<file path="src/sv/crcp_pkg.sv">
package crcp_pkg;

   typedef enum logic [1:0] {
      PH_WAIT  = 2'd0,
      PH_START = 2'd1,
      PH_BODY  = 2'd2,
      PH_CRC   = 2'd3
   } phase_type;

   localparam logic [1:0] FUNC_BYTE = 2'd0;
   localparam logic [1:0] FUNC_TICK = 2'd1;
   localparam logic [1:0] FUNC_READ = 2'd2;

   localparam logic KIND_FRAME = 1'b0;
   localparam logic KIND_READ  = 1'b1;

   localparam logic [1:0] CSR_START_BYTE = 2'd0;
   localparam logic [1:0] CSR_MAX_LENGTH = 2'd1;
   localparam logic [1:0] CSR_TIMEOUT    = 2'd2;

   localparam logic [7:0]  START_BYTE_RST = 8'h02;
   localparam logic [7:0]  MAX_LENGTH_RST = 8'd251;
   localparam logic [15:0] TIMEOUT_RST    = 16'd100;

   localparam logic [15:0] CRC_INIT = 16'hFFFF;
   localparam logic [15:0] CRC_POLY = 16'h1021;
   localparam logic [15:0] IDLE_MAX = 16'hFFFF;

   // CRC-16-CCITT, MSB first, one byte
   function automatic logic [15:0] crc_step(input logic [15:0] crc, input logic [7:0] b);
      logic [15:0] c;
      c = crc ^ {b, 8'h00};
      for (int i = 0; i < 8; i++) begin
         if (c[15]) begin
            c = {c[14:0], 1'b0} ^ CRC_POLY;
         end else begin
            c = {c[14:0], 1'b0};
         end
      end
      return c;
   endfunction

endpackage

</file>
<file path="src/sv/crcp_if.sv">
interface crcp_req_if;
   logic       valid;
   logic       ready;
   logic [1:0] func;
   logic [7:0] data_byte;
   logic [7:0] read_index;

   modport source (output valid, func, data_byte, read_index, input ready);
   modport sink (input valid, func, data_byte, read_index, output ready);
endinterface

interface crcp_rsp_if;
   logic       valid;
   logic       ready;
   logic       kind;
   logic [7:0] cmd_id;
   logic [7:0] payload_len;
   logic [7:0] read_data;

   modport source (output valid, kind, cmd_id, payload_len, read_data, input ready);
   modport sink (input valid, kind, cmd_id, payload_len, read_data, output ready);
endinterface

</file>
<file path="src/sv/crcp_ram.sv">
module crcp_ram #(
   parameter int WIDTH = 8,
   parameter int DEPTH = 256
) (
   input  logic                     clock,
   input  logic                     we,
   input  logic [$clog2(DEPTH)-1:0] waddr,
   input  logic [WIDTH-1:0]         wdata,
   input  logic                     re,
   input  logic [$clog2(DEPTH)-1:0] raddr,
   output logic [WIDTH-1:0]         rdata
);

   logic [WIDTH-1:0] mem_ff [DEPTH];
   logic [WIDTH-1:0] rdata_ff;

   always_ff @(posedge clock) begin
      if (we) begin
         mem_ff[waddr] <= wdata;
      end
      if (re) begin
         rdata_ff <= mem_ff[raddr];
      end
   end

   assign rdata = rdata_ff;

endmodule

</file>
<file path="src/sv/crc16_framed_packet_receiver_unit.sv">
// Channel    | Dir | Handshake    | Payload
// req_ch     | in  | valid/ready  | func, data_byte, read_index
// rsp_ch     | out | valid/ready  | kind, cmd_id, payload_len, read_data
// csr_*      | in  | write enable | csr_index, csr_wr_data
//
// One request per cycle while req_ch.ready is high; a result is registered in the pending
// stage (with the body buffer read), then in the output register.
// Reset (synchronous) restores register defaults and the parser; body buffer is not cleared.
// A result stalled at rsp_ch holds one more in the pending stage, then req_ch.ready drops.
module crc16_framed_packet_receiver_unit #(
   parameter int BUFFER_DEPTH = 256
) (
   input  logic              clock,
   input  logic              reset,
   input  logic              csr_wr_en,
   input  logic [1:0]        csr_index,
   input  logic [15:0]       csr_wr_data,
   crcp_req_if.sink          req_ch,
   crcp_rsp_if.source        rsp_ch
);
   import crcp_pkg::*;

   localparam int AW = (BUFFER_DEPTH > 1) ? $clog2(BUFFER_DEPTH) : 1;
   localparam int RECIP = (65536 + BUFFER_DEPTH - 1) / BUFFER_DEPTH;
   localparam logic [15:0] RECIP_C = 16'(RECIP);
   localparam logic [8:0]  DEPTH_C = 9'(BUFFER_DEPTH);
   localparam logic [AW-1:0] LAST_ADDR = AW'(BUFFER_DEPTH - 1);

   logic [7:0]  start_byte_ff, max_length_ff;
   logic [15:0] timeout_ff;

   phase_type   phase_ff, phase_in;
   logic [7:0]  len_ff, len_in;
   logic [7:0]  idx_ff, idx_in;
   logic [AW-1:0] wptr_ff, wptr_in;
   logic [7:0]  crc_hi_ff, crc_hi_in;
   logic        crc_cnt_ff, crc_cnt_in;
   logic [15:0] crc_ff, crc_in;
   logic [15:0] idle_ff, idle_in;

   logic        p_valid_ff, p_valid_in;
   logic        p_kind_ff, p_kind_in;
   logic [7:0]  p_len_ff, p_len_in;

   logic        rsp_valid_ff, rsp_valid_in;
   logic        rsp_kind_ff, rsp_kind_in;
   logic [7:0]  rsp_cmd_ff, rsp_cmd_in;
   logic [7:0]  rsp_len_ff, rsp_len_in;
   logic [7:0]  rsp_data_ff, rsp_data_in;

   logic          out_free, accept, has_result;
   logic          ram_we;
   logic [AW-1:0] ram_raddr;
   logic [7:0]    ram_rdata;
   logic [23:0]   rd_prod;
   logic [7:0]    rd_quot;
   logic [16:0]   rd_rem;
   logic [AW-1:0] rd_addr;
   logic [15:0]   idle_inc;
   logic [7:0]    idx_inc;

   assign out_free     = !rsp_valid_ff || rsp_ch.ready;
   assign req_ch.ready = !p_valid_ff || out_free;
   assign accept       = req_ch.valid && req_ch.ready;

   // read_index modulo depth by reciprocal multiply (exact for 8-bit indexes)
   assign rd_prod = 24'(req_ch.read_index) * 24'(RECIP_C);
   assign rd_quot = rd_prod[23:16];
   assign rd_rem  = 17'(req_ch.read_index) - 17'(rd_quot) * 17'(DEPTH_C);
   assign rd_addr = rd_rem[AW-1:0];

   assign idle_inc = (idle_ff == IDLE_MAX) ? idle_ff : idle_ff + 16'd1;
   assign idx_inc  = idx_ff + 8'd1;

   always_ff @(posedge clock) begin
      if (reset) begin
         start_byte_ff <= START_BYTE_RST;
         max_length_ff <= MAX_LENGTH_RST;
         timeout_ff    <= TIMEOUT_RST;
      end else if (csr_wr_en) begin
         unique case (csr_index)
            CSR_START_BYTE: start_byte_ff <= csr_wr_data[7:0];
            CSR_MAX_LENGTH: max_length_ff <= csr_wr_data[7:0];
            CSR_TIMEOUT:    timeout_ff    <= csr_wr_data;
            default: ;
         endcase
      end
   end

   always_comb begin
      phase_in   = phase_ff;
      len_in     = len_ff;
      idx_in     = idx_ff;
      wptr_in    = wptr_ff;
      crc_hi_in  = crc_hi_ff;
      crc_cnt_in = crc_cnt_ff;
      crc_in     = crc_ff;
      idle_in    = idle_ff;
      has_result = 1'b0;
      p_kind_in  = p_kind_ff;
      p_len_in   = p_len_ff;
      ram_we     = 1'b0;
      ram_raddr  = rd_addr;

      if (accept) begin
         unique case (req_ch.func)
            FUNC_TICK: begin
               idle_in = idle_inc;
               if (phase_ff != PH_WAIT && idle_inc > timeout_ff) begin
                  phase_in   = PH_WAIT;
                  len_in     = 8'd0;
                  idx_in     = 8'd0;
                  crc_hi_in  = 8'd0;
                  crc_cnt_in = 1'b0;
                  crc_in     = CRC_INIT;
               end
            end
            FUNC_READ: begin
               has_result = 1'b1;
               p_kind_in  = KIND_READ;
               p_len_in   = 8'd0;
            end
            FUNC_BYTE: begin
               idle_in = 16'd0;
               unique case (phase_ff)
                  PH_WAIT: begin
                     if (req_ch.data_byte == start_byte_ff) begin
                        phase_in = PH_START;
                     end
                  end
                  PH_START: begin
                     if (req_ch.data_byte != 8'd0 && req_ch.data_byte <= max_length_ff) begin
                        len_in     = req_ch.data_byte;
                        idx_in     = 8'd0;
                        wptr_in    = '0;
                        crc_cnt_in = 1'b0;
                        crc_in     = crc_step(CRC_INIT, req_ch.data_byte);
                        phase_in   = PH_BODY;
                     end else begin
                        phase_in   = PH_WAIT;
                        len_in     = 8'd0;
                        idx_in     = 8'd0;
                        crc_hi_in  = 8'd0;
                        crc_cnt_in = 1'b0;
                        crc_in     = CRC_INIT;
                     end
                  end
                  PH_BODY: begin
                     ram_we  = 1'b1;
                     crc_in  = crc_step(crc_ff, req_ch.data_byte);
                     idx_in  = idx_inc;
                     wptr_in = (wptr_ff == LAST_ADDR) ? '0 : wptr_ff + AW'(1);
                     if (idx_inc >= len_ff) begin
                        phase_in   = PH_CRC;
                        crc_cnt_in = 1'b0;
                     end
                  end
                  PH_CRC: begin
                     if (!crc_cnt_ff) begin
                        crc_hi_in  = req_ch.data_byte;
                        crc_cnt_in = 1'b1;
                     end else begin
                        if ({crc_hi_ff, req_ch.data_byte} == crc_ff) begin
                           has_result = 1'b1;
                           p_kind_in  = KIND_FRAME;
                           p_len_in   = len_ff - 8'd1;
                           ram_raddr  = '0;
                        end
                        phase_in   = PH_WAIT;
                        len_in     = 8'd0;
                        idx_in     = 8'd0;
                        crc_hi_in  = 8'd0;
                        crc_cnt_in = 1'b0;
                        crc_in     = CRC_INIT;
                     end
                  end
                  default: ;
               endcase
            end
            default: ;
         endcase
      end

      p_valid_in = p_valid_ff;
      if (req_ch.ready) begin
         p_valid_in = accept && has_result;
      end

      rsp_valid_in = rsp_valid_ff;
      rsp_kind_in  = rsp_kind_ff;
      rsp_cmd_in   = rsp_cmd_ff;
      rsp_len_in   = rsp_len_ff;
      rsp_data_in  = rsp_data_ff;
      if (out_free) begin
         rsp_valid_in = p_valid_ff;
         rsp_kind_in  = p_kind_ff;
         rsp_len_in   = p_len_ff;
         rsp_cmd_in   = (p_kind_ff == KIND_FRAME) ? ram_rdata : 8'd0;
         rsp_data_in  = (p_kind_ff == KIND_READ) ? ram_rdata : 8'd0;
      end
   end

   always_ff @(posedge clock) begin
      if (reset) begin
         phase_ff     <= PH_WAIT;
         len_ff       <= 8'd0;
         idx_ff       <= 8'd0;
         wptr_ff      <= '0;
         crc_hi_ff    <= 8'd0;
         crc_cnt_ff   <= 1'b0;
         crc_ff       <= CRC_INIT;
         idle_ff      <= 16'd0;
         p_valid_ff   <= 1'b0;
         rsp_valid_ff <= 1'b0;
      end else begin
         phase_ff     <= phase_in;
         len_ff       <= len_in;
         idx_ff       <= idx_in;
         wptr_ff      <= wptr_in;
         crc_hi_ff    <= crc_hi_in;
         crc_cnt_ff   <= crc_cnt_in;
         crc_ff       <= crc_in;
         idle_ff      <= idle_in;
         p_valid_ff   <= p_valid_in;
         rsp_valid_ff <= rsp_valid_in;
      end
   end

   always_ff @(posedge clock) begin
      p_kind_ff   <= p_kind_in;
      p_len_ff    <= p_len_in;
      rsp_kind_ff <= rsp_kind_in;
      rsp_cmd_ff  <= rsp_cmd_in;
      rsp_len_ff  <= rsp_len_in;
      rsp_data_ff <= rsp_data_in;
   end

   crcp_ram #(
      .WIDTH (8),
      .DEPTH (BUFFER_DEPTH)
   ) u_body_ram (
      .clock (clock),
      .we    (ram_we),
      .waddr (wptr_ff),
      .wdata (req_ch.data_byte),
      .re    (accept),
      .raddr (ram_raddr),
      .rdata (ram_rdata)
   );

   assign rsp_ch.valid       = rsp_valid_ff;
   assign rsp_ch.kind        = rsp_kind_ff;
   assign rsp_ch.cmd_id      = rsp_cmd_ff;
   assign rsp_ch.payload_len = rsp_len_ff;
   assign rsp_ch.read_data   = rsp_data_ff;

   a_read_makes_pending: assert property (@(posedge clock) disable iff (reset)
      accept && req_ch.func == FUNC_READ |=> p_valid_ff && p_kind_ff == KIND_READ)
      else $error("read request produced no pending result");

   a_tick_no_result: assert property (@(posedge clock) disable iff (reset)
      accept && req_ch.func == FUNC_TICK |=> !p_valid_ff)
      else $error("tick request produced a result");

   a_pending_held: assert property (@(posedge clock) disable iff (reset)
      p_valid_ff && !out_free |=> p_valid_ff && $stable(p_kind_ff) && $stable(p_len_ff))
      else $error("pending result lost under stall");

   a_wait_clean: assert property (@(posedge clock) disable iff (reset)
      phase_ff == PH_WAIT |-> crc_ff == CRC_INIT && !crc_cnt_ff)
      else $error("parser idle with stale crc state");

   a_reset_state: assert property (@(posedge clock)
      reset |=> phase_ff == PH_WAIT && !rsp_valid_ff && !p_valid_ff)
      else $error("reset did not clear parser");

endmodule

</file>
<file path="src/flat_wrapper.sv">
// flat-port wrapper written by rule: the top's interface ports become plain ports
module crc16_framed_packet_receiver_unit_flat import crcp_pkg::*;
#(
   parameter int BUFFER_DEPTH = 256
)
  (clock, reset, csr_wr_en, csr_index, csr_wr_data, req_ch_valid, req_ch_func, req_ch_data_byte, req_ch_read_index, req_ch_ready, rsp_ch_valid, rsp_ch_kind, rsp_ch_cmd_id, rsp_ch_payload_len, rsp_ch_read_data, rsp_ch_ready);
  crcp_req_if req_ch_i ();
  crcp_rsp_if rsp_ch_i ();
  input  logic clock;
  input  logic reset;
  input  logic csr_wr_en;
  input  logic [1:0] csr_index;
  input  logic [15:0] csr_wr_data;
  input wire logic [$bits(req_ch_i.valid)-1:0] req_ch_valid;
  input wire logic [$bits(req_ch_i.func)-1:0] req_ch_func;
  input wire logic [$bits(req_ch_i.data_byte)-1:0] req_ch_data_byte;
  input wire logic [$bits(req_ch_i.read_index)-1:0] req_ch_read_index;
  output wire logic [$bits(req_ch_i.ready)-1:0] req_ch_ready;
  output wire logic [$bits(rsp_ch_i.valid)-1:0] rsp_ch_valid;
  output wire logic [$bits(rsp_ch_i.kind)-1:0] rsp_ch_kind;
  output wire logic [$bits(rsp_ch_i.cmd_id)-1:0] rsp_ch_cmd_id;
  output wire logic [$bits(rsp_ch_i.payload_len)-1:0] rsp_ch_payload_len;
  output wire logic [$bits(rsp_ch_i.read_data)-1:0] rsp_ch_read_data;
  input wire logic [$bits(rsp_ch_i.ready)-1:0] rsp_ch_ready;
  assign req_ch_i.valid = req_ch_valid;
  assign req_ch_i.func = req_ch_func;
  assign req_ch_i.data_byte = req_ch_data_byte;
  assign req_ch_i.read_index = req_ch_read_index;
  assign req_ch_ready = req_ch_i.ready;
  assign rsp_ch_valid = rsp_ch_i.valid;
  assign rsp_ch_kind = rsp_ch_i.kind;
  assign rsp_ch_cmd_id = rsp_ch_i.cmd_id;
  assign rsp_ch_payload_len = rsp_ch_i.payload_len;
  assign rsp_ch_read_data = rsp_ch_i.read_data;
  assign rsp_ch_i.ready = rsp_ch_ready;
  crc16_framed_packet_receiver_unit #(.BUFFER_DEPTH(BUFFER_DEPTH)) u_core (.clock(clock), .reset(reset), .csr_wr_en(csr_wr_en), .csr_index(csr_index), .csr_wr_data(csr_wr_data), .req_ch(req_ch_i), .rsp_ch(rsp_ch_i));
endmodule
</file>
<file path="config.mk">
export PLATFORM = sky130hd
export DESIGN_NAME = crc16_framed_packet_receiver_unit_flat
export DESIGN_NICKNAME = d
export VERILOG_FILES = /design/src/sv/crcp_pkg.sv /design/src/sv/crcp_if.sv /design/src/sv/crcp_ram.sv /design/src/sv/crc16_framed_packet_receiver_unit.sv /design/src/flat_wrapper.sv
export SDC_FILE = /design/constraint.sdc
export NUM_CORES = 2
export LEC_CHECK = 0
export BUFFER_PORTS_ARGS = -buffer_cell sky130_fd_sc_hd__buf_2
export CAP_MARGIN = 20
export CORE_MARGIN = 5
export CORE_UTILIZATION = 40
export DETAILED_ROUTE_END_ITERATION = 10
export REMOVE_ABC_BUFFERS = 1
export SLEW_MARGIN = 15
export SYNTH_ARGS = -nofsm -noshare
export SYNTH_HDL_FRONTEND = slang
export SYNTH_SLANG_ARGS = --single-unit
</file>
<file path="constraint.sdc">
create_clock -name clock -period 6.5 [get_ports clock]
set_clock_uncertainty 0.05 [all_clocks]
set_input_delay 0.65 -clock clock [delete_from_list [all_inputs] [get_ports clock]]
set_output_delay 0.65 -clock clock [all_outputs]
set_load 0.005 [all_outputs]
</file>
# Word-level counts from Yosys, hierarchy flattened

Memory sizes are Yosys's and may differ from the RTL's. A register that Yosys moved wholly into a read port is not among the register bits.
Index checks and enable logic that the tools add are counted.

Add/sub/neg operators: 4
Order comparisons: 3
Eq/ne operators: 22
Muxes and demuxes: 121
Bitwise logic cells: 18
Reduce and logical (&&, ||, !) cells: 27

Operator list:

| kind                                           | count |
|---|---|
| 2-to-1 mux 16 bit                              | 53 |
| 2-to-1 mux 13 bit                              | 16 |
| 2-to-1 mux 8 bit                               | 15 |
| one-hot mux 8 bit (2 select lines)             | 7 |
| one-hot mux 16 bit (2 select lines)            | 2 |
| inverter 3 bit                                 | 16 |
| one-hot mux 16 bit (3 select lines)            | 1 |
| AND reduction 5 bit                            | 5 |
| one-hot mux 8 bit (3 select lines)             | 1 |
| adder 16 x 1 -> 16 bit (second input constant) | 1 |
| adder 8 x 1 -> 8 bit (second input constant)   | 2 |
| == test 16 bit                                 | 1 |
| == test 16 bit (second input constant)         | 1 |
| greater-than comparator 16 bit                 | 1 |
| inverter 16 bit                                | 1 |
| XOR 16 bit                                     | 1 |
| 2-to-1 mux 1 bit                               | 15 |
| != test 3 x 2 -> 1 bit (second input constant) | 4 |
| 2-to-1 mux 2 bit                               | 5 |
| != test 2 x 1 -> 1 bit (second input constant) | 5 |
| == test 2 bit (second input constant)          | 4 |
| == test 8 bit                                  | 1 |
| == test 8 bit (second input constant)          | 1 |
| greater-or-equal comparator 8 bit              | 1 |
| 18 further kinds                               | 35 |

Flip-flop bits (word level): 135
Memory bits (writable): 2048
Bits of input ports: 41
Output and inout port bits: 27
Logic and storage cells: 215
Memories: 1

Memory list:

| memory                   | depth | width | rd ports | clocked after Yosys merged registers in | wr ports | line           | text |
|---|---|---|---|---|---|---|---|
| u_core.u_body_ram.mem_ff | 256   | 8     | 1        | 1                                       | 1        | crcp_ram.sv:14 | `logic [WIDTH-1:0] mem_ff [DEPTH];` |

# Longest topological paths before layout

Depth after elaboration: 48
Gate-level depth with buffers: 21
Gate-level depth less buffers: 19

# By module

A second synthesis with hierarchy kept.

Cell total of the unflattened synthesis: 4586
Area, all modules: 87208.6 µm²

Modules (own cells, without submodules):

| module                            | times used | cells each | area each (µm²) | seq. area each (µm²) |
|---|---|---|---|---|
| crcp_ram                          | 1          | 3733       | 79636.4         | 61739.2 |
| crc16_framed_packet_receiver_unit | 1          | 853        | 7572.3          | 3042.9 |

# Worst setup path before layout

Ideal clock, no wire load.

Path type: register -> register
From: register u_core.idle_ff[3]
To: register u_core.idx_ff[2]
Library setup time: 130 ps
Arrival time: 3982 ps
Data required time: 6320 ps
Slack: 2338 ps
Stages on the path, launching flop included: 22
Path buffers: 2
Period minus slack after synthesis: 4162 ps
Cells stage by stage: dfxtp_1 and3_1 and4_1 and4_1 and3_1 nand4_1 and4_1 nand2_1 xnor2_1 ha_1 a21o_1 a21o_1 a21o_1 a21o_1 a21oi_1 nor2_1 o31ai_1 a211oi_1 clkbuf_1 clkbuf_1 nand3_1 o21ai_0

Word-level cells in the longest chain between the ends: 6
Elaborated cells between the ends (all ways): 7
Classes of those cells: add/sub: 1; order compare: 1; eq/ne: 2; mux: 1; reduce/logical: 2

RTL lines:

| what                                                            | line                                     | text |
|---|---|---|
| from (decl)                                                     | crc16_framed_packet_receiver_unit.sv:39  | `logic [15:0] idle_ff, idle_in;` |
| from (signal assigned)                                          | crc16_framed_packet_receiver_unit.sv:223 | `idle_ff <= idle_in;` |
| adder 16 x 1 -> 16 bit / == test 16 bit (equally long branches) | crc16_framed_packet_receiver_unit.sv:72  | `assign idle_inc = (idle_ff == IDLE_MAX) ? idle_ff : idle_ff + 16'd1;` |
| 2-to-1 mux 16 bit (*)                                           | crc16_framed_packet_receiver_unit.sv:72  |  |
| greater-than comparator 16 bit (*)                              | crc16_framed_packet_receiver_unit.sv:109 | `if (phase_ff != PH_WAIT && idle_inc > timeout_ff) begin` |
| logical AND 1 bit (*)                                           | crc16_framed_packet_receiver_unit.sv:109 |  |
| != test 2 x 1 -> 1 bit (no source line) (*)                     | --                                       |  |
| AND reduction 5 bit (no source line) (*)                        | --                                       |  |
| to (signal assigned)                                            | crc16_framed_packet_receiver_unit.sv:218 | `idx_ff <= idx_in;` |
| to (decl)                                                       | crc16_framed_packet_receiver_unit.sv:34  | `logic [7:0] idx_ff, idx_in;` |

Mark *: on every way between the ends. The rest lies on a longest branch, timed or not.
A chain may end at the register's enable or synchronous reset.

# Worst setup path after layout

From: register u_core.rsp_valid_ff (netlist: u_core.rsp_ch.valid)
To: register u_core.u_body_ram.rdata_ff[4] (netlist: u_core.u_body_ram.rdata[4]), read port of u_core.u_body_ram.mem_ff, data pin

Word-level cells in the longest chain between the ends: 5

RTL lines:

| what                   | line                                     | text |
|---|---|---|
| from (decl)            | crc16_framed_packet_receiver_unit.sv:45  | `logic rsp_valid_ff, rsp_valid_in;` |
| from (signal assigned) | crc16_framed_packet_receiver_unit.sv:225 | `rsp_valid_ff <= rsp_valid_in;` |
| logical NOT 1 bit (*)  | crc16_framed_packet_receiver_unit.sv:62  | `assign out_free = !rsp_valid_ff \|\| rsp_ch.ready;` |
| logical OR 1 bit (*)   | crc16_framed_packet_receiver_unit.sv:62  |  |
| logical OR 1 bit (*)   | crc16_framed_packet_receiver_unit.sv:63  | `assign req_ch.ready = !p_valid_ff \|\| out_free;` |
| logical AND 1 bit (*)  | crc16_framed_packet_receiver_unit.sv:64  | `assign accept = req_ch.valid && req_ch.ready;` |
| 2-to-1 mux 8 bit       | crc16_framed_packet_receiver_unit.sv:105 | `if (accept) begin` |
| to (decl)              | crcp_ram.sv:15                           | `logic [WIDTH-1:0] rdata_ff;` |

Marked as above.

==> flow_summary.toml <==
[run_status]
status = "completed"

[clock_network]
cts_root_buf = "clkbuf_16"
cts.sinks = 2191
path_clk_slew_ns = 0.06
clk_latency_ns = 0.87
cts-resized-gates = 0
h-tree-depth = 4
cts_inserted_buffers = 216
cts_tree = "done"
clockBufferDepth = 3
postCtsSetupRepairBufs = 0

[power]
power.density_mw_per_mm2 = 295
p_int_mw = 22.6
p_sw_mw = 6.62
comb_power_share_pct = 5.8
clockPowerShare_pct = 41.1
seq_power_share_pct = 53.1
ir_drop_v = 0.000259
p_leak_nw = 31.4
p_sw_share_pct = 22.7

[critical_path]
crit_chain = "nand3b_1 > nand3_1 > or3_1 > o21ai_4 > buf_4 > nand2_1 > a211oi_1 > nor4_1 > o31ai_1 > a22o_1"
worst_ep_arrival_time_ns = 6.23
slowest_delay_ns = 1.04
crit_fanout = 22
r2r_start = "u_core.rsp_ch.valid"
end_kind = "flop"
cp_slowest_cell = "o31ai_1"
cp_num_buf_inv = 1
cp-start-kind = "flop"
crit_start = "u_core.rsp_ch.valid"
worst-endpoint-required_ns = 7.17
critPathKind = "reg2reg"
critical-path-top-delay-family = "compound AO/OA/AOI/OAI gates"

[floorplan]
dieArea_sq_mm = 0.231
die_h_um = 481
coreArea_sq_mm = 0.220
initial_utilization_pct = 40.3
pin_count = 68
die_w_um = 481
num_rows = 172

[synthesis]
postSynth.asyncResetShare_pct = 0
syn_avg_cell_area_sq_um = 15.0
yosysWarnings = 0
synth_edf_count = 2090
seq_area_frac_synth_pct = 73.1
synth_top_area_share_pct = 70.8
synth.distinct_cells = 88
yosysTopAreaCell = "edfxtp_1"
yosys-top-cells-area = "edfxtp_1 71%, mux2i_1 2.6%, mux4_2 2.4%"
synth_most_common_cell = "edfxtp_1"
synthFlopType = "edfxtp_1"
synth_cells = 5891
netlist_area_sq_mm = 0.0887
ys_ff_latch = 2191
yosys-top-cells-count = "2090 x edfxtp_1, 570 x nor2_1, 363 x a21oi_1, 315 x nand2_1, 239 x clkbuf_1"

[finish]
fin_nets = 6006
n_fill_cell = 19200
area_growth_pct = 11.9
fin_util_pct = 45.1
drive_gt1_share_pct = 12.2

[timing]
tightest_slew_ns = 1.30
min_period_over_period_pct = 85.5
fin_crit_ns = 5.56
setup_viol = 0
slew_headroom_pct = 13.6
finalMaxSlewViolations = 0
timing.fmax_mhz = 180
fin_ws_ns = 0.941
rsz0062_at_grt = "false"
finalHoldViolCount = 0

[routing]
totalWireLength_um = 269000
wire_per_inst_um = 29.6
routed_via_density = 6.01
firstDrtPassIters = 6
drt_iter0_drc = 7767
vias = 54500
ant_nets = 0
drc = 0

[grt]
antenna_found_initial = 6
overflow = 0
grt_first_pass_wirelength_um = 384000
grt_pass1_vias = 52800
grt_max_degree = 178
track_usage_pct = 22.6

[run]
drv_cap = 0

[hold_path]
hp-class = "in2reg"
min-delay-start = "csr_wr_data[6]"

[placement]
place.gp.congestion = 0.875
place_worst_setup_slack_ns = 0.633
port_buffers = 67
hpwl_um = 162000
worst paths after layout:
path	end	slack, ns	cells after the start
max	u_core.u_body_ram.rdata[4]	0.94	10
min	u_core.max_length_ff[6]	0.05	3
max reg2reg	u_core.u_body_ram.rdata[4]	0.94	10
min reg2reg	u_core.rsp_ch.payload_len[6]	0.37	0
what timing repair did:
| item | CTS | global route |
|---|---|---|
| endpoints found under the hold margin | 26 | 0 |
| hold buffers | 14 | 0 |
| setup endpoints to repair | 0 | 0 |
cells in the final DEF (no fill, tap or decap), drive strengths merged, types with 16 or more instances in the layout:
| cell type | netlist | layout |
|---|---|---|
| clkbuf | 241 | 270 |
| dfxtp | 101 | 101 |
| edfxtp | 2090 | 2090 |
| o211ai | 111 | 111 |
| nor3 | 85 | 85 |
| mux2i | 231 | 231 |
| xnor2 | 51 | 51 |
| a21oi | 369 | 369 |
| nand4 | 22 | 22 |
| a22oi | 19 | 19 |
| a221oi | 27 | 27 |
| ha | 43 | 43 |
| nor4 | 16 | 16 |
| and2 | 43 | 43 |
| xor2 | 28 | 28 |
| and3 | 22 | 22 |
| nand3 | 63 | 63 |
| clkinv | 1 | 106 |
| a31oi | 118 | 118 |
| o221ai | 163 | 163 |
| nor2b | 19 | 19 |
| a211o | 24 | 24 |
| a22o | 19 | 19 |
| o21ai | 237 | 237 |
| nor2 | 572 | 572 |
| nand2 | 316 | 316 |
| inv | 75 | 81 |
| o22ai | 112 | 112 |
| a21o | 34 | 34 |
| mux2 | 76 | 76 |
| a211oi | 59 | 59 |
| o31ai | 29 | 29 |
| or3 | 27 | 27 |
| buf | 176 | 214 |
| mux4 | 96 | 96 |
flip-flops by register name (all words and copies together) (netlist names), 16 cells and up:
register / count
u_core.crc_ff: 16
u_core.idle_ff: 16
u_core.timeout_ff: 16
u_core.u_body_ram.mem_ff: 2048
logic make-up after synthesis:
group	Yosys count	share of synthesized area, %
compound gates	1463	11.1
xor+xnor	79	0.780
fa+ha+maj	43	0.607
buf+inv	493	2.47
flops	2191	73.1
mux	403	6.01
simple gates	1219	6.00
per-layer routing:
metal	global-route usage, %	vias up	routed length [um]
met1	31.1	27900	108000
li1	-	23200	-
met3	4.73	520	25300
met4	9.31	4	11800
met5	0	-	27
met2	35.2	2838	124000
area by class of cell:
class	instances	area (sq um)	share of cell area [%]
antenna	3	7.51	0.00757
clock buffer	268	5620	5.67
clock inverter	134	1090	1.10
inverter	76	290	0.293
multi-input combinational	3207	21800	22.0
sequential	2191	64800	65.3
tap	2958	3700	3.73
timing repair buffer	230	1880	1.90
power by group through the flow:
stage	Clock (mW)	Sequential (mW)	Combinational [mW]
after floorplan	0	15.8	0.711
after global placement	0	15.8	1.65
after detailed placement	0	15.8	1.67
after CTS	12.1	15.5	1.68
after global routing	12.7	15.5	1.78
final	12.0	15.5	1.70
through the flow:
step | TNS, ns | area, sq um | std cells | hold slack (ns) | power, mW
final | 0 | 99200 | 9067 | 0.0466 | 29.2
after global routing | 0 | 99200 | 9064 | 0.0383 | 30.0
after CTS | 0 | 99200 | 9061 | 0.00238 | 29.3
after detailed placement | 0 | 92300 | 8645 | 0.357 | 17.5
after global placement | 0 | 92300 | 8644 | 0.356 | 17.5
after floorplan | -6.80 | 86700 | 5474 | 0.350 | 16.5
worst register-to-register path: stages (launching register included):
cell and delay [ns]:
dfxtp_1 0.33, nand3b_1 0.22, nand3_1 0.54, or3_1 0.88, o21ai_4 0.97, buf_4 0.44, nand2_1 0.26, a211oi_1 0.27
nor4_1 0.13, o31ai_1 1.05, a22o_1 0.29
Note: power is estimated with default switching activity, not from simulation.
